`src/rtl/ssdg_pkg.sv`:
```
`default_nettype none

package ssdg_pkg;

    // fixed field widths at the ports
    localparam int TARGET_BITS      = 32;
    localparam int INTERVAL_IN_BITS = 20;
    localparam int PULSE_BITS       = 10;
    localparam int POS_OUT_BITS     = 32;

    // reset values
    localparam int RESET_INTERVAL    = 800;
    localparam int RESET_PULSE_WIDTH = 10;

    typedef enum logic [2:0] {
        ACT_TICK      = 3'd0,
        ACT_MOVE_TO   = 3'd1,
        ACT_RUN       = 3'd2,
        ACT_STOP      = 3'd3,
        ACT_RESET_POS = 3'd4
    } ssdg_action_t;

    typedef struct packed {
        logic [2:0]                    action;
        logic signed [TARGET_BITS-1:0] target;
        logic [INTERVAL_IN_BITS-1:0]   interval_us;
        logic                          direction;
    } ssdg_cmd_t;

    typedef struct packed {
        logic                           step_out;
        logic                           dir_out;
        logic                           is_running;
        logic                           is_continuous;
        logic signed [POS_OUT_BITS-1:0] position;
    } ssdg_res_t;

endpackage

`default_nettype wire

```
`src/rtl/ssdg_res_buf.sv`:
```
`default_nettype none

module ssdg_res_buf
    import ssdg_pkg::*;
(
    input  wire logic      clk,
    input  wire logic      rst_n,
    input  wire logic      push,
    input  wire ssdg_res_t push_data,
    output logic           space,
    output logic           head_valid,
    output ssdg_res_t      head_data,
    input  wire logic      pop
);

    logic [1:0] count_reg, count_next;
    ssdg_res_t  ent0_reg, ent0_next;
    ssdg_res_t  ent1_reg, ent1_next;
    logic       do_pop;

    assign do_pop     = pop && (count_reg != 2'd0);
    assign space      = (count_reg != 2'd2);
    assign head_valid = (count_reg != 2'd0);
    assign head_data  = ent0_reg;

    always_comb
    begin
        count_next = count_reg;
        ent0_next  = ent0_reg;
        ent1_next  = ent1_reg;
        if (do_pop)
        begin
            ent0_next = ent1_reg;
        end
        if (push)
        begin
            if ((count_reg == 2'd0) || ((count_reg == 2'd1) && do_pop))
            begin
                ent0_next = push_data;
            end
            else
            begin
                ent1_next = push_data;
            end
        end
        count_next = count_reg + {1'b0, push} - {1'b0, do_pop};
    end

    always_ff @(posedge clk or negedge rst_n)
    begin
        if (!rst_n)
        begin
            count_reg <= 2'd0;
        end
        else
        begin
            count_reg <= count_next;
        end
    end

    // entries carry payload only
    always_ff @(posedge clk)
    begin
        ent0_reg <= ent0_next;
        ent1_reg <= ent1_next;
    end

    a_no_overflow: assert property (@(posedge clk) disable iff (!rst_n)
        (count_reg == 2'd2) |-> !push)
        else $error("result buffer overflow");

    a_count_range: assert property (@(posedge clk) disable iff (!rst_n)
        count_reg != 2'd3)
        else $error("result buffer count out of range");

    a_pop_empties: assert property (@(posedge clk) disable iff (!rst_n)
        ((count_reg == 2'd1) && do_pop && !push) |=> !head_valid)
        else $error("result buffer not empty after last pop");

endmodule

`default_nettype wire

```
`config.mk`:
```
export PLATFORM = sky130hd
export DESIGN_NAME = ssdg_res_buf
export DESIGN_NICKNAME = d
export VERILOG_FILES = /design/src/rtl/ssdg_pkg.sv /design/src/rtl/ssdg_res_buf.sv
export SDC_FILE = /design/constraint.sdc
export NUM_CORES = 1
export LEC_CHECK = 0
export BUFFER_PORTS_ARGS = -buffer_cell sky130_fd_sc_hd__buf_4
export CELL_PAD_IN_SITES_DETAIL_PLACEMENT = 1
export CELL_PAD_IN_SITES_GLOBAL_PLACEMENT = 1
export CORE_UTILIZATION = 38
export DETAILED_ROUTE_END_ITERATION = 16
export GPL_TIMING_DRIVEN = 0
export PLACE_DENSITY_LB_ADDON = 0.2
export SLEW_MARGIN = 25
export SYNTH_ARGS = -nofsm -noshare
export SYNTH_HDL_FRONTEND = slang
export SYNTH_SLANG_ARGS = --single-unit
```
`constraint.sdc`:
```
create_clock -name clk -period 5.2 [get_ports clk]
set_input_delay 0.52 -clock clk [delete_from_list [all_inputs] [get_ports clk]]
set_output_delay 0.52 -clock clk [all_outputs]
set_load 0.01 [all_outputs]
```
==> results of run 1 <==
## through the flow
stage               TNS, ps  hold WS, ps  worst slack [ps]  instance area, µm²   util
floorplan                 0          224              1350                2800      -
CTS                       0          340              3390                3770  0.543
detailed placement        0          306              3120                3540  0.510
global route              0          333              3320                3770  0.543
finish                    0          370              3430                3770  0.543
global placement     -19230          305              -536                3500  0.504
## logic make-up after synthesis
group	Yosys count	share of synthesized area
buffers and inverters	8	0.0201
XOR/XNOR	1	0.00313
AO/OA/AOI/OAI	4	0.0121
AND/OR/NAND/NOR	4	0.0103
multiplexers	72	0.289
adder cells (fa/ha/maj)	1	0.00446
flip-flops	74	0.661
## where the power goes
part / internal [mW] / switching [mW] / total, mW
registers: 0.829 / 0.0847 / 0.914
logic: 0.461 / 0.317 / 0.779
clock network: 0.283 / 0.194 / 0.477
total: 1.57 / 0.596 / 2.17
## cell usage in the layout (no fill, tap or decap)
cell,n
mux2_2,42
buf_4,77
clkbuf_1,1
buf_6,3
nand2b_1,2
dfrtp_1,2
clkinv_2,2
buf_2,3
o21ai_4,1
ha_1,1
o21ai_0,2
clkbuf_8,10
mux2_1,30
clkinv_4,1
a21boi_4,1
buf_16,1
bufinv_16,2
nand3_2,1
dlygate4sd3_1,1
or2_2,1
inv_1,2
edfxtp_1,36
xnor2_1,1
dfxtp_1,36
## cell usage after synthesis, drive strengths merged
cell type	n
nand3	1
edfxtp	36
nand2b	2
a21boi	1
or2	1
inv	2
mux2	72
buf	6
dfrtp	2
o21ai	3
xnor2	1
dfxtp	36
ha	1
## final timing paths
check                               from       endpoint  depth (start not counted)
max                         count_reg[0]    ent1_reg[3]                          3
min in group asynchronous          rst_n   count_reg[1]                          2
max in group asynchronous          rst_n   count_reg[0]                          2
min reg2reg                 ent1_reg[32]  head_data[32]                          2
min                        push_data[25]   ent1_reg[25]                          1
max reg2reg                 count_reg[0]    ent1_reg[3]                          3
## what timing repair did
action / in CTS / in global routing
endpoints found under the hold margin: 2 / 0
hold buffers: 1 / 0
setup endpoints to repair: 0 / 0
## routing by layer
metal	wire length (µm)	track usage
met1	2100	0.170
met2	2490	0.227
met3	313	0.0669
met4	45	0.0492
met5	0	0
## cell type report
cell class	count	area share
Sequential cell	74	0.491
Multi-Input combinational cell	82	0.240
Timing Repair Buffer	79	0.163
Clock buffer	11	0.0375
Tap cell	96	0.0319
Clock inverter	5	0.0209
Buffer	6	0.0129
Inverter	2	0.00199
==> flow_summary.toml, run 1 <==
[run_status]
outcome = "completed"

[setup_path]
start_kind = "register"
critPathArrivalTime_ps = 1800
reg2reg_slack_ps = 3430
cp_num_buf_inv = 1
crit_required_ps = 5230
cp_max_fo = 19
slowest_stage = "a21boi_4"
crit_family = "compound AO/OA/AOI/OAI gates"
critPathKind = "register to register"
crit_chain = "nand2b_1 -> a21boi_4 -> buf_16"
cpPeakStageDelay_ps = 620
crit_path_end_kind = "register"

[synth]
synthesis.nets = 205
ys_seq_elements = 74
ys_seq_area_frac = 0.661
syn_inst = 164
synth_area_leaders = "edfxtp_1 39%, dfxtp_1 26%, mux2_2 17%, mux2_1 12%, dfrtp_1 1.8%"
post-synth-top-area-cell = "edfxtp_1"
yosysWarnings = 0
yosysUniqueCellTypes = 16
syn_avg_cell_area_um2 = 17.1
synth_top_cell_area_share = 0.386
syn-cell-area_um2 = 2800

[placed_design]
finalWeightedCongestion = 0.661
port_buffers = 77
dp_hpwl_um = 3540
dp.cells = 338

[grt]
antenna_found_initial = 0
grt_max_degree = 20
grt_usage = 0.143
grt_first_pass_wirelength_um = 7960
overflow = 0
grt_pass1_vias = 1667

[sta]
rsz0062_at_grt = "no"
slew_headroom = 0.514
hold_viol = 0
period_minus_slack_ps = 1770
finalSetupViolations = 0
fin_worst_skew_ps = 9.88
fmax_mhz = 567
fin_crit_sh = 0.339
tightest_slew_ps = 728
slew_violations = 0

[power]
powerDensity_nw_per_um2 = 575
p_leak_nw = 1.53
vdd_drop_max_mv = 0.305
p_total_mw = 2.17

[routing]
drtIter0Drc = 44
vias = 1608
drt_first_pass_iters = 4
ant_nets = 0
drc = 0
wl_per_cell_um = 13.9
viasPerCell = 4.53
wirelength_um = 4950

[clocking]
cts_tree = "yes"
clkSlewWorstSetupHoldPaths_ps = 70
cts_inserted_buffers = 9
post_cts_buffers = 0
htree_levels = 3
cts-root-buf = "clkbuf_8"
cts_buffer_depth = 2
postCtsResizedCells = 0
cts.sinks = 74
clkLatencyLatePin_ps = 330

[finish]
insertedDiodeCount = 0
multi_input_area_um2 = 906
fin_cells = 355
drive_gt1_frac = 0.560
seq_area_um2 = 1850
syn_to_final_growth_pct = 34.5
nFillCells = 707
nets = 295

[die]
design.core.area_um2 = 6940
rows = 30
die-area_um2 = 7720
die_h_um = 87.9
start_util = 0.404
dieWidth_um = 87.9
pin_count = 78

[flow_run]
cap_viol_max_count = 0

[hold_path]
hp-class = "input port to register"
Power figures use the tool's default switching activity.
==> run 2, diff against run 1 <==
clock period = 1.5 ns   (was 5.2 ns; I/O delays follow)
==> run 2 against run 1 <==
The flow now finishes with violations (negative setup slack). Cell area rose by 21%. Register-to-register slack got worse by 3500 ps. Setup slack got worse by 3500 ps. Flip-flop and latch count did not move. Largest cell class unchanged. Sequential share of layout area fell by 8.3 points. Clock power rose to 3.8 times the previous value. Via count rose by 15%. Die area did not move. Critical path type unchanged. First-iteration DRC count fell by 9.1%. Maximum frequency rose by 10%. Non-clock buffer count rose by 45. Wire length rose by 28%.
==> flow_summary.toml, run 2 (synthesized netlist as in run 1, its figures left out) <==
[run_status]
outcome = "finished, violations left"
violations = "negative setup slack"

[grt]
grt_max_degree = 20
grt_usage = 0.176
overflow = 0
grt_first_pass_wirelength_um = 9840
antenna_found_initial = 0
grt_pass1_vias = 1987

[placed_design]
dp_hpwl_um = 3940
place_area_um2 = 3780
finalWeightedCongestion = 0.628
port_buffers = 77
dp.cells = 339

[die]
design.core.area_um2 = 6940
pin_count = 78
start_util = 0.404
rows = 30
die_h_um = 87.9
die-area_um2 = 7720
dieWidth_um = 87.9

[setup_path]
start_kind = "register"
critPathKind = "register to register"
crit_path_end_kind = "register"
critPathArrivalTime_ps = 1820
r2r_cells = 5
cp_max_fo = 10
crit_required_ps = 1720

[clocking]
clkSlewWorstSetupHoldPaths_ps = 70
cts-root-buf = "clkbuf_8"
htree_levels = 3
cts.sinks = 74
cts_buffer_depth = 2
clkLatencyLatePin_ps = 340
cts_tree = "yes"
cts_inserted_buffers = 9

[hold_path]
hp-class = "input port to register"
hold_depth = 2

[routing]
drt_first_pass_iters = 4
viasPerCell = 4.62
wirelength_um = 6340
drtIter0Drc = 40
wl_per_cell_um = 15.9
vias = 1847
drc = 0
ant_nets = 0

[sta]
fmax_mhz = 624
rsz0062_at_grt = "yes"
tightest_slew_ps = 219
timing.final.ws_setup_ps = -102
period_minus_slack_ps = 1600
fin_crit_sh = 1.07
worst_hold_slack_ps = 84.6
tns_ps = -2760
hold_viol = 0
slew_headroom = 0.853
fin_worst_skew_ps = 6.43
slew_violations = 0
finalSetupViolations = 35

[finish]
layout_commonest_cell = "buf_4"
drive_gt1_frac = 0.618
finish.utilization = 0.654
insertedDiodeCount = 0
fin_area_um2 = 4540
nets = 340
syn_to_final_growth_pct = 62.1
nFillCells = 630
final_cell_mix = "84 x buf_4, 61 x mux2_4, 37 x dlygate4sd3_1"
fin_cells = 400

[power]
powerDensity_nw_per_um2 = 1950
vdd_drop_max_mv = 1.11
p_leak_nw = 2.05

[flow_run]
cap_viol_max_count = 0
-- run 2: cell types whose count changed in the layout (fill, tap and decap cells not counted), sizes merged --
cell         before  now
dlygate4sd3       1   37
clkinv            3    1
buf              84   92
clkbuf           11   13
clkinvlp          0    1
-- run 2: final timing paths --
kind                            slack (ps)             to         start
worst max-delay path                  -100  head_data[34]  count_reg[0]
worst min-delay path                    80   count_reg[0]          push
worst max register to register        -100  head_data[34]  count_reg[0]
worst min register to register         610  head_data[17]  ent1_reg[17]
max in group asynchronous             1270   count_reg[1]         rst_n
min in group asynchronous              130   count_reg[0]         rst_n
-- run 2: cell type report --
| type | instances | area [µm²] | area share |
|---|---|---|---|
| Buffer | 6 | 81.3 | 0.0179 |
| Inverter | 2 | 7.51 | 0.00165 |
| Timing Repair Buffer | 124 | 1100 | 0.242 |
| Tap cell | 96 | 120 | 0.0264 |
| Clock inverter | 4 | 72.6 | 0.0160 |
| Clock buffer | 12 | 165 | 0.0364 |
| Sequential cell | 74 | 1850 | 0.408 |
| Multi-Input combinational cell | 82 | 1140 | 0.252 |
-- run 2: worst max-delay path, cell delays in order, from the launching register on --
cell and delay (ps):
dfrtp_2 440, o21ai_4 180, buf_12 160, buf_12 150, mux2_4 310, mux2_4 250
-- run 2: where the power goes --
part | switching (mW) | total (mW) | internal [mW] | leakage, nW
Clock | 0.719 | 1.79 | 1.07 | 0.119
Combinational | 1.32 | 3.81 | 2.50 | 1.27
Sequential | 0.371 | 3.25 | 2.88 | 0.663
-- run 2: timing repair --
item | 4_1_cts | 5_1_grt
pin swaps | 1 | 1
hold buffers | 37 | 0
cloned | 1 | 0
endpoints found under the hold margin | 38 | 0
gates resized for setup | 12 | 7
setup endpoints to repair | 55 | 55
buffers inserted | 3 | 4
-- run 2: routing by layer --
metal  GRT usage  part of all wire  routed length, µm
met1       0.196              0.42               2660
met2       0.309              0.52               3320
met3      0.0528             0.048                306
met4      0.0760            0.0084                 53
met5           0                 0                  0
-- run 2: metrics by stage --
| step | power (mW) | setup WS (ps) |
|---|---|---|
| floorplan | 5.42 | -128 |
| global placement | 6.60 | -535 |
| detailed placement | 6.77 | -272 |
| CTS | 8.85 | -116 |
| global route | 9.32 | -154 |
| finish | 8.85 | -102 |
