$ cat src/rtl/ssdg_pkg.sv
`default_nettype none

package ssdg_pkg;

    // fixed field widths at the ports
    localparam int TARGET_BITS      = 32;
    localparam int INTERVAL_IN_BITS = 20;
    localparam int PULSE_BITS       = 10;
    localparam int POS_OUT_BITS     = 32;

    // reset values
    localparam int RESET_INTERVAL    = 800;
    localparam int RESET_PULSE_WIDTH = 10;

    typedef enum logic [2:0] {
        ACT_TICK      = 3'd0,
        ACT_MOVE_TO   = 3'd1,
        ACT_RUN       = 3'd2,
        ACT_STOP      = 3'd3,
        ACT_RESET_POS = 3'd4
    } ssdg_action_t;

    typedef struct packed {
        logic [2:0]                    action;
        logic signed [TARGET_BITS-1:0] target;
        logic [INTERVAL_IN_BITS-1:0]   interval_us;
        logic                          direction;
    } ssdg_cmd_t;

    typedef struct packed {
        logic                           step_out;
        logic                           dir_out;
        logic                           is_running;
        logic                           is_continuous;
        logic signed [POS_OUT_BITS-1:0] position;
    } ssdg_res_t;

endpackage

`default_nettype wire

$ cat src/rtl/ssdg_core.sv
`default_nettype none

module ssdg_core
    import ssdg_pkg::*;
#(
    parameter int POSITION_BITS = 32,
    parameter int INTERVAL_BITS = 20
) (
    input  wire logic                  clk,
    input  wire logic                  rst_n,
    input  wire logic                  accept,
    input  wire ssdg_cmd_t             cmd,
    input  wire logic [PULSE_BITS-1:0] pulse_width,
    output ssdg_res_t                  res_next
);

    logic [POSITION_BITS-1:0] cur_pos_reg, cur_pos_next;
    logic [POSITION_BITS-1:0] tgt_pos_reg, tgt_pos_next;
    logic [INTERVAL_BITS-1:0] interval_reg, interval_next;
    logic [INTERVAL_BITS-1:0] since_reg, since_next;
    logic [PULSE_BITS-1:0]    pulse_el_reg, pulse_el_next;
    logic                     pulse_act_reg, pulse_act_next;
    logic                     running_reg, running_next;
    logic                     cont_reg, cont_next;
    logic                     dir_reg, dir_next;

    logic [POSITION_BITS-1:0] cmd_tgt;
    logic [INTERVAL_BITS-1:0] cmd_ival;
    logic [INTERVAL_BITS-1:0] since_inc;
    logic [PULSE_BITS-1:0]    pulse_inc;
    logic [POSITION_BITS-1:0] pos_up, pos_dn;
    logic                     pulse_hold;
    logic                     step_fire;
    logic                     up_reached, dn_reached;
    logic                     cur_lt_tgt, tgt_lt_cur;

    // command fields brought to internal widths
    assign cmd_tgt  = POSITION_BITS'(cmd.target);
    assign cmd_ival = INTERVAL_BITS'(cmd.interval_us);

    // saturating elapsed-time counters
    assign since_inc = (since_reg == '1) ? since_reg : since_reg + 1'b1;
    assign pulse_inc = (pulse_el_reg == '1) ? pulse_el_reg : pulse_el_reg + 1'b1;

    // pulse still inside its width blocks stepping on this tick
    assign pulse_hold = pulse_act_reg && (pulse_inc < pulse_width);
    assign step_fire  = accept && (ssdg_action_t'(cmd.action) == ACT_TICK) && !pulse_hold
                        && running_reg && (since_inc >= interval_reg);

    assign pos_up     = cur_pos_reg + 1'b1;
    assign pos_dn     = cur_pos_reg - 1'b1;
    assign up_reached = !($signed(pos_up) < $signed(tgt_pos_reg));
    assign dn_reached = !($signed(tgt_pos_reg) < $signed(pos_dn));
    assign cur_lt_tgt = $signed(cur_pos_reg) < $signed(cmd_tgt);
    assign tgt_lt_cur = $signed(cmd_tgt) < $signed(cur_pos_reg);

    always_comb
    begin
        cur_pos_next   = cur_pos_reg;
        tgt_pos_next   = tgt_pos_reg;
        interval_next  = interval_reg;
        since_next     = since_reg;
        pulse_el_next  = pulse_el_reg;
        pulse_act_next = pulse_act_reg;
        running_next   = running_reg;
        cont_next      = cont_reg;
        dir_next       = dir_reg;
        if (accept)
        begin
            case (ssdg_action_t'(cmd.action))
                ACT_TICK:
                begin
                    since_next     = since_inc;
                    pulse_el_next  = pulse_inc;
                    pulse_act_next = pulse_hold;
                    if (step_fire)
                    begin
                        since_next     = '0;
                        pulse_act_next = 1'b1;
                        pulse_el_next  = '0;
                        cur_pos_next   = dir_reg ? pos_up : pos_dn;
                        if (!cont_reg && (dir_reg ? up_reached : dn_reached))
                        begin
                            running_next = 1'b0;
                        end
                    end
                end
                ACT_MOVE_TO:
                begin
                    tgt_pos_next  = cmd_tgt;
                    interval_next = cmd_ival;
                    cont_next     = 1'b0;
                    if (cur_lt_tgt || tgt_lt_cur)
                    begin
                        dir_next     = cur_lt_tgt;
                        since_next   = '0;
                        running_next = 1'b1;
                    end
                    else
                    begin
                        running_next = 1'b0;
                    end
                end
                ACT_RUN:
                begin
                    if (!running_reg || (dir_reg != cmd.direction) || (interval_reg != cmd_ival))
                    begin
                        dir_next      = cmd.direction;
                        interval_next = cmd_ival;
                        cont_next     = 1'b1;
                        since_next    = '0;
                        running_next  = 1'b1;
                    end
                end
                ACT_STOP:
                begin
                    running_next = 1'b0;
                end
                ACT_RESET_POS:
                begin
                    cur_pos_next = '0;
                end
                default:
                begin
                    // unused codes leave the state alone
                end
            endcase
        end
    end

    always_ff @(posedge clk or negedge rst_n)
    begin
        if (!rst_n)
        begin
            cur_pos_reg   <= '0;
            tgt_pos_reg   <= '0;
            interval_reg  <= INTERVAL_BITS'(RESET_INTERVAL);
            since_reg     <= '0;
            pulse_el_reg  <= '0;
            pulse_act_reg <= 1'b0;
            running_reg   <= 1'b0;
            cont_reg      <= 1'b0;
            dir_reg       <= 1'b0;
        end
        else
        begin
            cur_pos_reg   <= cur_pos_next;
            tgt_pos_reg   <= tgt_pos_next;
            interval_reg  <= interval_next;
            since_reg     <= since_next;
            pulse_el_reg  <= pulse_el_next;
            pulse_act_reg <= pulse_act_next;
            running_reg   <= running_next;
            cont_reg      <= cont_next;
            dir_reg       <= dir_next;
        end
    end

    // result reflects the state after this item
    always_comb
    begin
        res_next.step_out      = pulse_act_next;
        res_next.dir_out       = dir_next;
        res_next.is_running    = running_next;
        res_next.is_continuous = cont_next;
        res_next.position      = POS_OUT_BITS'(cur_pos_next);
    end

    // a step always starts a fresh pulse
    a_step_pulse: assert property (@(posedge clk) disable iff (!rst_n)
        step_fire |=> (pulse_act_reg && (pulse_el_reg == '0)))
        else $error("step without fresh pulse");

    // position only moves on an accepted request
    a_pos_hold: assert property (@(posedge clk) disable iff (!rst_n)
        !accept |=> $stable(cur_pos_reg))
        else $error("position moved without request");

    // stop always clears running
    a_stop: assert property (@(posedge clk) disable iff (!rst_n)
        (accept && (ssdg_action_t'(cmd.action) == ACT_STOP)) |=> !running_reg)
        else $error("stop left motor running");

    // a tick during a held pulse never steps
    a_hold_no_step: assert property (@(posedge clk) disable iff (!rst_n)
        (accept && (ssdg_action_t'(cmd.action) == ACT_TICK) && pulse_hold)
        |=> $stable(cur_pos_reg))
        else $error("step during active pulse");

endmodule

`default_nettype wire

$ cat config.mk
export PLATFORM = sky130hd
export DESIGN_NAME = ssdg_core
export DESIGN_NICKNAME = d
export VERILOG_FILES = /design/src/rtl/ssdg_pkg.sv /design/src/rtl/ssdg_core.sv
export SDC_FILE = /design/constraint.sdc
export NUM_CORES = 1
export LEC_CHECK = 0
export BUFFER_PORTS_ARGS = -buffer_cell sky130_fd_sc_hd__buf_2
export CAP_MARGIN = 15
export CORE_UTILIZATION = 60
export CTS_BUF_LIST = sky130_fd_sc_hd__clkbuf_16
export DETAILED_ROUTE_END_ITERATION = 7
export PLACE_DENSITY = 0.81
export REMOVE_ABC_BUFFERS = 1
export SYNTH_ARGS = -nofsm -noshare
export SYNTH_HDL_FRONTEND = slang
export SYNTH_SLANG_ARGS = --single-unit
$ cat constraint.sdc
create_clock -name clk -period 6 [get_ports clk]
set_input_delay 0.6 -clock clk [delete_from_list [all_inputs] [get_ports clk]]
set_output_delay 0.6 -clock clk [all_outputs]
set_load 0.01 [all_outputs]
==> results.md, run 1 <==
* Leakage power at 5.27 nW
* Gr ovfl total at 0
* GRT Resource Usage Total at 0.335
* Startpoint of the worst-slack reg-to-reg timing path: since_reg[0]
* Data arrival time of the critical path at 5040 ps
* Final worst slack at 365 ps
* Maximum clock path buffer count at 2
* Syn Area/Cell at 8.40 µm²
* Effective utilization at floorplan at 0.613
* Sequential cell area at 2960 µm²
* Type of element launching the critical path: flip-flop
* Sequential fraction of the synthesis area at 0.292
* Count of hold buffers inserted by post-cts repair at 0
* Cells taking the most area after synthesis: sky130_fd_sc_hd__dfrtp_1 28%, sky130_fd_sc_hd__ha_1 16%, sky130_fd_sc_hd__xnor2_1 7.9%
* Cts bufs inserted at 17
* Latest clock arrival within the worst-skew pair at 430 ps
* Summed area of non-filler cells in the final layout at 11500 µm²
* VDD IR-drop max at 0.271 mV
* Post-synthesis share of cell area spent on full adders, half adders and majority gates at 0.157
* Master cell of the clock root buffer: sky130_fd_sc_hd__clkbuf_16
* Classification of the worst setup path: reg -> out
* Top achievable clock speed at 177 MHz
* Xor/xnor cell area share of the yosys netlist at 0.0923
* Kind of cell adding the most delay to the critical path: simple AND/OR/NAND/NOR gates
* Max capacitance violation total at 0
* Sum of routed wire length over all layers at 28400 µm
* Post-CTS Resized at 0
* Time the final worst path needs with I/O delays and setup at 5640 ps
* Slowest cell delay on critical path at 610 ps
* Number of endpoints with negative hold slack in the final report at 0
* Post-synthesis async set-or-reset flop share at 1.00
* Number of buffers and inverters on the critical path at 3
* Placed inst area at 10700 µm²
* Type of the worst min-delay path: in -> async
* Pre-CTS setup slack at 503 ps
* Via count of the first global-routing pass at 9196
* Post-synthesis cell type with the largest combined area: sky130_fd_sc_hd__dfrtp_1
* Area growth from synthesis to layout at 13.1%
* Vias per cell at 6.17
* Compound-gate portion of the synthesized area at 0.169
* Switching share of power at 0.315
* Total of fill cells in the finished design at 1333
* Setup repair after global routing missed its margin: false
* Die boundary height at 132 µm
* Nets@finish at 1476
* Count of buffers added by post-CTS timing repair for setup at 0
* Post-synthesis cell type count at 72
* Crit path cell chain: ha_1 -> and3_1 -> nand2_1 -> or4_1 -> buf_4 -> and2_1 -> xor2_1 -> ha_1 -> nand3_1 -> or3_1 -> o2111ai_2 -> and4_1 -> buf_4 -> a31oi_1 -> o22ai_1 -> buf_2
* Worst Tran Pin Value at 1110 ps
* Count of flip-flops with a built-in enable after synthesis at 0
* Internal power at 0.00204 W
* Commonest non-fill, non-tap cells in the layout: 127 x sky130_fd_sc_hd__ha_1, 115 x sky130_fd_sc_hd__dfrtp_1, 108 x sky130_fd_sc_hd__nand2_1
* Most frequent standard cell in the layout excluding fill and tap cells: sky130_fd_sc_hd__ha_1
* CTS tree: done
* Layout cells sized above 1 at 0.148
* Total count of max-transition violations in the final report at 0
* Run status: finished, final reports clean
* Share of cell area taken by muxes after synthesis at 0.0327
* Proportion of power drawn by combinational gates at 0.258
* Worst-path fanout max at 14
* 1st-pass router iterations at 5
* Dominant synthesized flop cell: sky130_fd_sc_hd__dfrtp_1
* Switching power of the nets at 0.000938 W
* Final Wtd Congestion at 0.942
* Clk_skew at 10.3 ps
* Final core utilization at 0.693
* Core area at 16500 µm²
* Cell with the largest stage delay on the worst path: sky130_fd_sc_hd__and4_1
* Clk network pwr share at 0.405
* Power per cell area at 259 nW/µm²
* Number of nets with antenna violations after detailed routing at 0
* Depth of the worst register-to-register path at 16
* Wire length of the first global-routing pass at 46000 µm
* Nature of the critical path endpoint: output port
* Num ports at 105
* Synthesized instance count at 1206
* Standard-cell row count at 47
* Drt wl/cell at 18.8 µm
* Full die area at 17400 µm²
* Yosys warning count at 0
* Area share of the leading cell type in the synthesized netlist at 0.284
* Worst R2R End: since_reg[18]
* Worst Path Required at 5400 ps
* DP HPWL at 20600 µm
* Detailed Route Iter0 Violations at 789
* Number of sinks handled by clock tree synthesis at 118
* Simple logic cell fraction of the synthesized area at 0.194
* Worst-case register-to-register setup slack at 1310 ps
* Chip Width at 132 µm
* Post-synth design cell area at 10100 µm²
* Total Neg Setup Slack at 0 ps
* Count of antenna diodes in the layout at 0
* CTS H-tree lvls at 4
* Detailed-route via count at 9334
* Area taken by multi-input logic gates at 6570 µm²
* Period utilization at 0.939
* Antenna violations before repair at 0
* Flop pwr share at 0.337
* Final setup violation count at 0
* Maximum number of pins on one net before global-route repair at 69
* Main combinational cell family by area after synthesis: simple AND/OR/NAND/NOR gates
* Relative slew margins at 0.263
* Number of buffer cells added on primary ports at 104
* Seq cells post-synth at 118
* Reg clk slew, reported paths at 60 ps
* DRC at 0
==> power by group through the flow <==
stage          Combinational, W  Clock [W]  Sequential [W]
3_3_place_gp           0.000720          0         0.00101
3_5_place_dp           0.000744          0         0.00101
2_1_floorplan          0.000500          0         0.00100
6_report               0.000767    0.00120         0.00100
5_1_grt                0.000864    0.00125         0.00102
4_1_cts                0.000756    0.00122         0.00100
==> Yosys cell counts, drive strengths merged (3+ instances only) <==
cell and number:
mux2 25, a211oi 7, or3 17, clkbuf 34, dfstp 3, nor4 17
nand2b 11, a31oi 7, buf 25, a21boi 3, nor3 32, inv 97
a22o 17, o31ai 8, o21ai 100, xnor2 92, nand2 108, nand3 42
ha 127, a2111oi 3, and3 12, dfrtp 115, o21a 6, xor2 14
a21o 19, nor2 76, and2 5, o211ai 3, a21oi 70, and4 6
nor2b 5, nand4 43, a221oi 3, mux2i 5, or4 3, o22ai 9
a22oi 3
==> how the worst max path moves through the flow <==
stage / to / cells after the start / slack [ps] / start
floorplan: interval_reg[0] / 4 / 370 / cmd[55]
CTS: res_next[31] / 18 / 10 / since_reg[0]
global placement: res_next[31] / 18 / 700 / since_reg[0]
global route: res_next[26] / 17 / 50 / since_reg[0]
finish: res_next[27] / 16 / 360 / since_reg[0]
detailed placement: res_next[31] / 18 / 500 / since_reg[0]
==> metrics by stage <==
| step | std cells | total power [W] | hold slack, ps |
|---|---|---|---|
| detailed placement | 1480 | 0.00175 | 521 |
| floorplan | 1147 | 0.00150 | 304 |
| CTS | 1512 | 0.00297 | 238 |
| finish | 1513 | 0.00297 | 210 |
| global placement | 1480 | 0.00173 | 511 |
| global route | 1513 | 0.00313 | 259 |
==> kinds of logic (layout without fill, tap and decap cells) <==
group / Yosys count / count (layout)
AND/OR/NAND/NOR: 388 / 388
AO/OA/AOI/OAI: 279 / 279
buffers and inverters: 158 / 245
adder cells (fa/ha/maj): 127 / 127
flip-flops: 118 / 118
XOR/XNOR: 106 / 106
multiplexers: 30 / 30
==> layer usage <==
metal,wire length (µm),track usage,vias up
li1,-,-,4463
met1,11600,0.419,4373
met2,13600,0.554,398
met3,2030,0.0634,100
met4,1150,0.169,0
met5,0,0,-
==> layout make-up <==
cell class / count / share of cell area
multi-input cells: 930 / 0.573
flip-flops and latches: 118 / 0.258
repair buffers: 114 / 0.0525
clock buffers: 17 / 0.0371
inverters: 99 / 0.0324
well taps: 220 / 0.0240
clock inverters: 15 / 0.0226
No activity file was read; power rests on OpenSTA's default activity.
==> run 2: changes to the inputs <==
--- a/config.mk
+++ b/config.mk
@@ -10,7 +10,8 @@
 export CORE_UTILIZATION = 60
 export CTS_BUF_LIST = sky130_fd_sc_hd__clkbuf_16
 export DETAILED_ROUTE_END_ITERATION = 7
-export PLACE_DENSITY = 0.81
+export MAX_ROUTING_LAYER = met4
+export PLACE_DENSITY = 0.82
 export REMOVE_ABC_BUFFERS = 1
 export SYNTH_ARGS = -nofsm -noshare
 export SYNTH_HDL_FRONTEND = slang
==> results.md, run 2 (synthesized netlist as in run 1, its figures left out) <==
* Run status: finished with violations
* Violated checks: DRC
* Crit path cell chain: inv_1 -> ha_1 -> or4b_4 -> nand4b_1 -> or2_2 -> nor2_1 -> nand3_1 -> xnor2_1 -> ha_1 -> a21oi_1 -> nand2_1 -> a21oi_1 -> o21ai_0 -> a21oi_1 -> a21oi_1 -> o211ai_1 -> nand4b_1 -> buf_2
* Area growth from synthesis to layout at 12.0%
* Count of antenna diodes in the layout at 0
* Nature of the critical path endpoint: output port
* 1st-pass router iterations at 8
* Detailed Route Iter0 Violations at 694
* Number of buffer cells added on primary ports at 104
* Most frequent standard cell in the layout excluding fill and tap cells: sky130_fd_sc_hd__ha_1
* Classification of the worst setup path: reg -> out
* Time the final worst path needs with I/O delays and setup at 5690 ps
* Layout cells sized above 1 at 0.149
* Max capacitance violation total at 0
* Standard-cell row count at 47
* Wire length of the first global-routing pass at 44900 µm
* Period utilization at 0.948
* Data arrival time of the critical path at 5090 ps
* Type of the worst min-delay path: in -> async
* Core area at 16500 µm²
* Maximum number of pins on one net before global-route repair at 69
* VDD IR-drop max at 0.274 mV
* Power per cell area at 241 nW/µm²
* Sum of routed wire length over all layers at 27700 µm
* Setup repair after global routing missed its margin: false
* Num ports at 105
* GRT Resource Usage Total at 0.336
* Worst-path fanout max at 9
* Number of sinks handled by clock tree synthesis at 118
* Pre-CTS setup slack at 292 ps
* Total Neg Setup Slack at 0 ps
* Antenna violations before repair at 0
* Final core utilization at 0.687
* Number of endpoints with negative hold slack in the final report at 0
* Worst Path Required at 5400 ps
* DRC at 2
* Total count of max-transition violations in the final report at 0
* Most common cell on crit path: sky130_fd_sc_hd__a21oi_1
* Startpoint of the worst-slack reg-to-reg timing path: cur_pos_reg[0]
* Leakage power at 5.21 nW
* CTS tree: done
* Drt wl/cell at 18.3 µm
* Cts bufs inserted at 17
* Vias per cell at 6.18
* Top achievable clock speed at 176 MHz
* Final Wtd Congestion at 0.954
* Final setup violation count at 0
* Latest clock arrival within the worst-skew pair at 430 ps
* Maximum clock path buffer count at 2
* Nets@finish at 1476
* Detailed-route via count at 9356
* Overall power at 0.00273 W
* Relative slew margins at 0.418
* Worst-case register-to-register setup slack at 1360 ps
* Worst Tran Pin Value at 870 ps
* Slowest cell delay on critical path at 530 ps
* CTS H-tree lvls at 4
* Count of buffers added by post-CTS timing repair for setup at 0
* Cell with the largest stage delay on the worst path: sky130_fd_sc_hd__or4b_4
* Worst Setup SP: cur_pos_reg[0]
* Count of placed standard cells in the final layout, fillers left out at 1513
* Final worst slack at 309 ps
* Clk_skew at 8.35 ps
* Via count of the first global-routing pass at 9233
* Chip Width at 132 µm
* Worst R2R End: running_reg
* Count of hold buffers inserted by post-cts repair at 0
* Depth of the worst register-to-register path at 17
* Number of nets with antenna violations after detailed routing at 0
* Master cell of the clock root buffer: sky130_fd_sc_hd__clkbuf_16
* Full die area at 17400 µm²
* Die boundary height at 132 µm
* Timing endpoint of the critical path: res_next[33]
* Effective utilization at floorplan at 0.613
* Reg clk slew, reported paths at 60 ps
* Commonest non-fill, non-tap cells in the layout: 127 x sky130_fd_sc_hd__ha_1, 115 x sky130_fd_sc_hd__dfrtp_1, 108 x sky130_fd_sc_hd__nand2_1
* Placed Cells incl. Taps at 1480
* Type of element launching the critical path: flip-flop
* DP HPWL at 20300 µm
* Gr ovfl total at 0
-- run 2: worst max-delay path, delay by kind of cell, from the launching register on --
family / cells / cell delay, ps
xor gates and xnor gates: 1 / 230
adders and majority gates: 2 / 550
and+or+nand+nor: 7 / 2020
AOI/OAI and AO/OA: 6 / 1100
buffers and inverters: 2 / 290
DFF: 1 / 470
-- run 2: layout make-up --
cell class	count	area (µm²)
clock buffers	17	425
clock inverters	15	131
fillers	1352	5170
inverters	99	372
multi-input cells	930	6580
flip-flops and latches	118	2960
well taps	220	275
repair buffers	114	609
-- run 2: how the worst min path moves through the flow --
stage | start | end | slack (ps)
6_report | rst_n | cur_pos_reg[9] | 300
4_1_cts | rst_n | cur_pos_reg[9] | 330
3_3_place_gp | since_reg[6] | since_reg[6] | 510
3_5_place_dp | since_reg[6] | since_reg[6] | 520
2_1_floorplan | rst_n | cont_reg | 300
5_1_grt | rst_n | cur_pos_reg[9] | 360
-- run 2: per-layer routing --
layer / GRT usage / up-vias / share of wire
met5: - / - / 0
met3: 0.0730 / 110 / 0.072
li1: - / 4460 / -
met2: 0.545 / 419 / 0.48
met4: 0.176 / 0 / 0.047
met1: 0.391 / 4367 / 0.40
-- run 2: power breakdown --
group | total (W) | switching (W) | leakage (nW) | internal (W)
sequential | 0.00100 | 0.0000980 | 1.48 | 0.000903
clock | 0.000972 | 0.000403 | 0.265 | 0.000569
combinational | 0.000762 | 0.000446 | 3.46 | 0.000316
total | 0.00273 | 0.000947 | 5.21 | 0.00179
-- run 2: per-stage QoR --
step	hold WS, ps	cell area [µm²]
after floorplan	304	9860
after global placement	513	10700
after detailed placement	521	10700
after CTS	326	11300
after global routing	356	11300
final	300	11300
-- run 2: timing repair --
item	in CTS	in global routing
hold endpoints to repair	0	0
pin swaps	0	0
resized for setup	2	6
endpoints found under the setup margin	16	31
==> run 3: changes to the inputs <==
--- a/config.mk
+++ b/config.mk
@@ -5,10 +5,12 @@
 export SDC_FILE = /design/constraint.sdc
 export NUM_CORES = 1
 export LEC_CHECK = 0
+export ABC_AREA = 1
 export BUFFER_PORTS_ARGS = -buffer_cell sky130_fd_sc_hd__buf_2
 export CAP_MARGIN = 15
 export CORE_UTILIZATION = 60
-export CTS_BUF_LIST = sky130_fd_sc_hd__clkbuf_16
+export CTS_BUF_LIST = sky130_fd_sc_hd__clkbuf_4
+export CTS_CLUSTER_SIZE = 20
 export DETAILED_ROUTE_END_ITERATION = 7
 export MAX_ROUTING_LAYER = met4
 export PLACE_DENSITY = 0.82
==> results.md, run 3 <==
* Main combinational cell family by area after synthesis: simple AND/OR/NAND/NOR gates
* Setup repair after global routing missed its margin: false
* Xor/xnor cell area share of the yosys netlist at 0.0634
* Vias per cell at 5.67
* Type of element launching the critical path: flip-flop
* CTS tree: done
* Placed inst area at 11500 µm²
* Syn Area/Cell at 7.10 µm²
* Master cell of the clock root buffer: sky130_fd_sc_hd__clkbuf_4
* Total Neg Setup Slack at 0 ps
* Area taken by multi-input logic gates at 6850 µm²
* DRC at 0
* Final setup violation count at 0
* Cts bufs inserted at 17
* Power per cell area at 262 nW/µm²
* Cell types with the highest counts after synthesis: 348 x sky130_fd_sc_hd__nand2_1, 197 x sky130_fd_sc_hd__inv_1, 129 x sky130_fd_sc_hd__o21ai_0
* Synthesized instance count at 1535
* Number of sinks handled by clock tree synthesis at 118
* Worst Path Required at 5400 ps
* Most common cell in the netlist: sky130_fd_sc_hd__nand2_1
* Chip Width at 137 µm
* Effective utilization at floorplan at 0.621
* Standard-cell row count at 48
* Count of buffers added by post-CTS timing repair for setup at 0
* Number of endpoints with negative hold slack in the final report at 0
* Run status: finished, final reports clean
* Post-synthesis cell type count at 51
* Period utilization at 0.908
* Latest clock arrival within the worst-skew pair at 570 ps
* Placed Cells incl. Taps at 1821
* Worst Tran Pin Value at 1050 ps
* Dominant synthesized flop cell: sky130_fd_sc_hd__dfrtp_1
* Top achievable clock speed at 183 MHz
* Max capacitance violation total at 0
* Total count of max-transition violations in the final report at 0
* Full die area at 18700 µm²
* DP HPWL at 23500 µm
* Sequential cell area at 2960 µm²
* Post-synthesis share of cell area spent on full adders, half adders and majority gates at 0.146
* Compound-gate portion of the synthesized area at 0.140
* CTS H-tree lvls at 4
* Count of placed standard cells in the final layout, fillers left out at 1856
* Post-synthesis cell type with the largest combined area: sky130_fd_sc_hd__dfrtp_1
* Slowest cell delay on critical path at 460 ps
* Summed area of non-filler cells in the final layout at 11800 µm²
* Count of hold buffers inserted by post-cts repair at 0
* Cells taking the most area after synthesis: sky130_fd_sc_hd__dfrtp_1 26%, sky130_fd_sc_hd__ha_1 15%, sky130_fd_sc_hd__nand2_1 12%
* Simple logic cell fraction of the synthesized area at 0.278
* Maximum number of pins on one net before global-route repair at 63
* Area growth from synthesis to layout at 8.28%
* Post-synthesis async set-or-reset flop share at 1.00
* Via count of the first global-routing pass at 9817
* Core area at 17500 µm²
* Total of fill cells in the finished design at 1596
* Time the final worst path needs with I/O delays and setup at 5450 ps
* VDD IR-drop max at 0.211 mV
* Sum of routed wire length over all layers at 30500 µm
* Relative slew margins at 0.298
* Count of flip-flops with a built-in enable after synthesis at 0
* Wire length of the first global-routing pass at 49300 µm
* Maximum clock path buffer count at 2
* Antenna violations before repair at 1
* Data arrival time of the critical path at 4850 ps
* Sequential fraction of the synthesis area at 0.271
* Drt wl/cell at 16.5 µm
* Reg clk slew, reported paths at 140 ps
* Area share of the leading cell type in the synthesized netlist at 0.264
* Type of the worst min-delay path: in -> async
* Layout cells sized above 1 at 0.131
* Post-synth design cell area at 10900 µm²
* Most frequent standard cell in the layout excluding fill and tap cells: sky130_fd_sc_hd__nand2_1
* Yosys warning count at 0
* Worst-path fanout max at 21
* Cell with the largest stage delay on the worst path: sky130_fd_sc_hd__dfrtp_1
* Nature of the critical path endpoint: output port
* Final Wtd Congestion at 1.03
* Num ports at 105
* Post-CTS Resized at 0
* Detailed-route via count at 10500
* Nets@finish at 1812
* 1st-pass router iterations at 6
* Detailed Route Iter0 Violations at 794
* Number of nets with antenna violations after detailed routing at 0
* Gr ovfl total at 0
* Leakage power at 6.21 nW
* Classification of the worst setup path: reg -> out
* Number of buffer cells added on primary ports at 104
* Clk_skew at 24.7 ps
* Die boundary height at 137 µm
* GRT Resource Usage Total at 0.354
* Crit path cell chain: nand3_1 -> nor2_1 -> nand4_1 -> nor2_1 -> nand3_1 -> nor3_1 -> xor2_1 -> nand2_1 -> ha_1 -> nand2_1 -> nor2_1 -> nand2_1 -> inv_1 -> nand4_1 -> nand4_1 -> inv_1 -> nor2_2 -> buf_4 -> o21ai_0 -> o21ai_1 -> o21ai_0 -> buf_2
* Seq cells post-synth at 118
* Share of cell area taken by muxes after synthesis at 0.000919
* Commonest non-fill, non-tap cells in the layout: 348 x sky130_fd_sc_hd__nand2_1, 197 x sky130_fd_sc_hd__inv_1, 129 x sky130_fd_sc_hd__o21ai_0
-- run 3: critical path: cells and delay by family, from the launching register on --
kind,cells,cell delay (ps)
and+or+nand+nor,13,2120
buffers and inverters,4,720
AOI/OAI and AO/OA,3,500
DFF,1,460
adders and majority gates,1,300
xor gates and xnor gates,1,180
-- run 3: metrics by stage --
stage	power [W]	worst slack [ps]	hold slack [ps]	util
after floorplan	0.00208	1560	304	-
after global placement	0.00248	1340	501	0.657
after detailed placement	0.00253	1280	507	0.657
after CTS	0.00309	601	84.1	0.671
after global routing	0.00336	157	113	0.672
final	0.00309	550	65.9	0.673
-- run 3: cells by family (layout without fill, tap and decap cells) --
kind of cell	Yosys count	in the layout
simple gates	653	653
compound gates	285	285
buf+inv	273	367
fa+ha+maj	127	127
flops	118	118
xor+xnor	78	78
mux	1	1
other cells	0	2
-- run 3: cell type report --
class                      instances  share of cell area
multi-input combinational       1144               0.581
timing repair buffer             112              0.0511
inverter                         223              0.0726
antenna                            2            0.000424
sequential                       118               0.251
clock buffer                      17              0.0108
tap                              225              0.0239
clock inverter                    15             0.00987
-- run 3: final timing paths --
path | start | to | slack (ps) | cells after the start
setup / recovery | since_reg[4] | res_next[17] | 550 | 22
hold / removal | rst_n | tgt_pos_reg[20] | 70 | 1
setup reg to reg | since_reg[4] | cur_pos_reg[17] | 1750 | 21
hold reg to reg | since_reg[1] | since_reg[1] | 550 | 2
max in group asynchronous | rst_n | interval_reg[1] | 4630 | 2
min in group clk | cmd[9] | interval_reg[8] | 240 | 3
-- run 3: per-layer routing --
metal  GRT usage  vias up  routed length [µm]
met5           -        -                   0
met2       0.547      418               13700
met4       0.105        0                 694
li1            -     5219                   -
met1       0.475     4835               13900
met3      0.0574       47                2290
-- run 3: power breakdown --
part | total [W] | leakage (nW) | internal [W] | switching, W
sequential | 0.00101 | 1.52 | 0.000916 | 0.0000956
clock | 0.000546 | 0.131 | 0.000171 | 0.000374
combinational | 0.00153 | 4.55 | 0.000541 | 0.000993
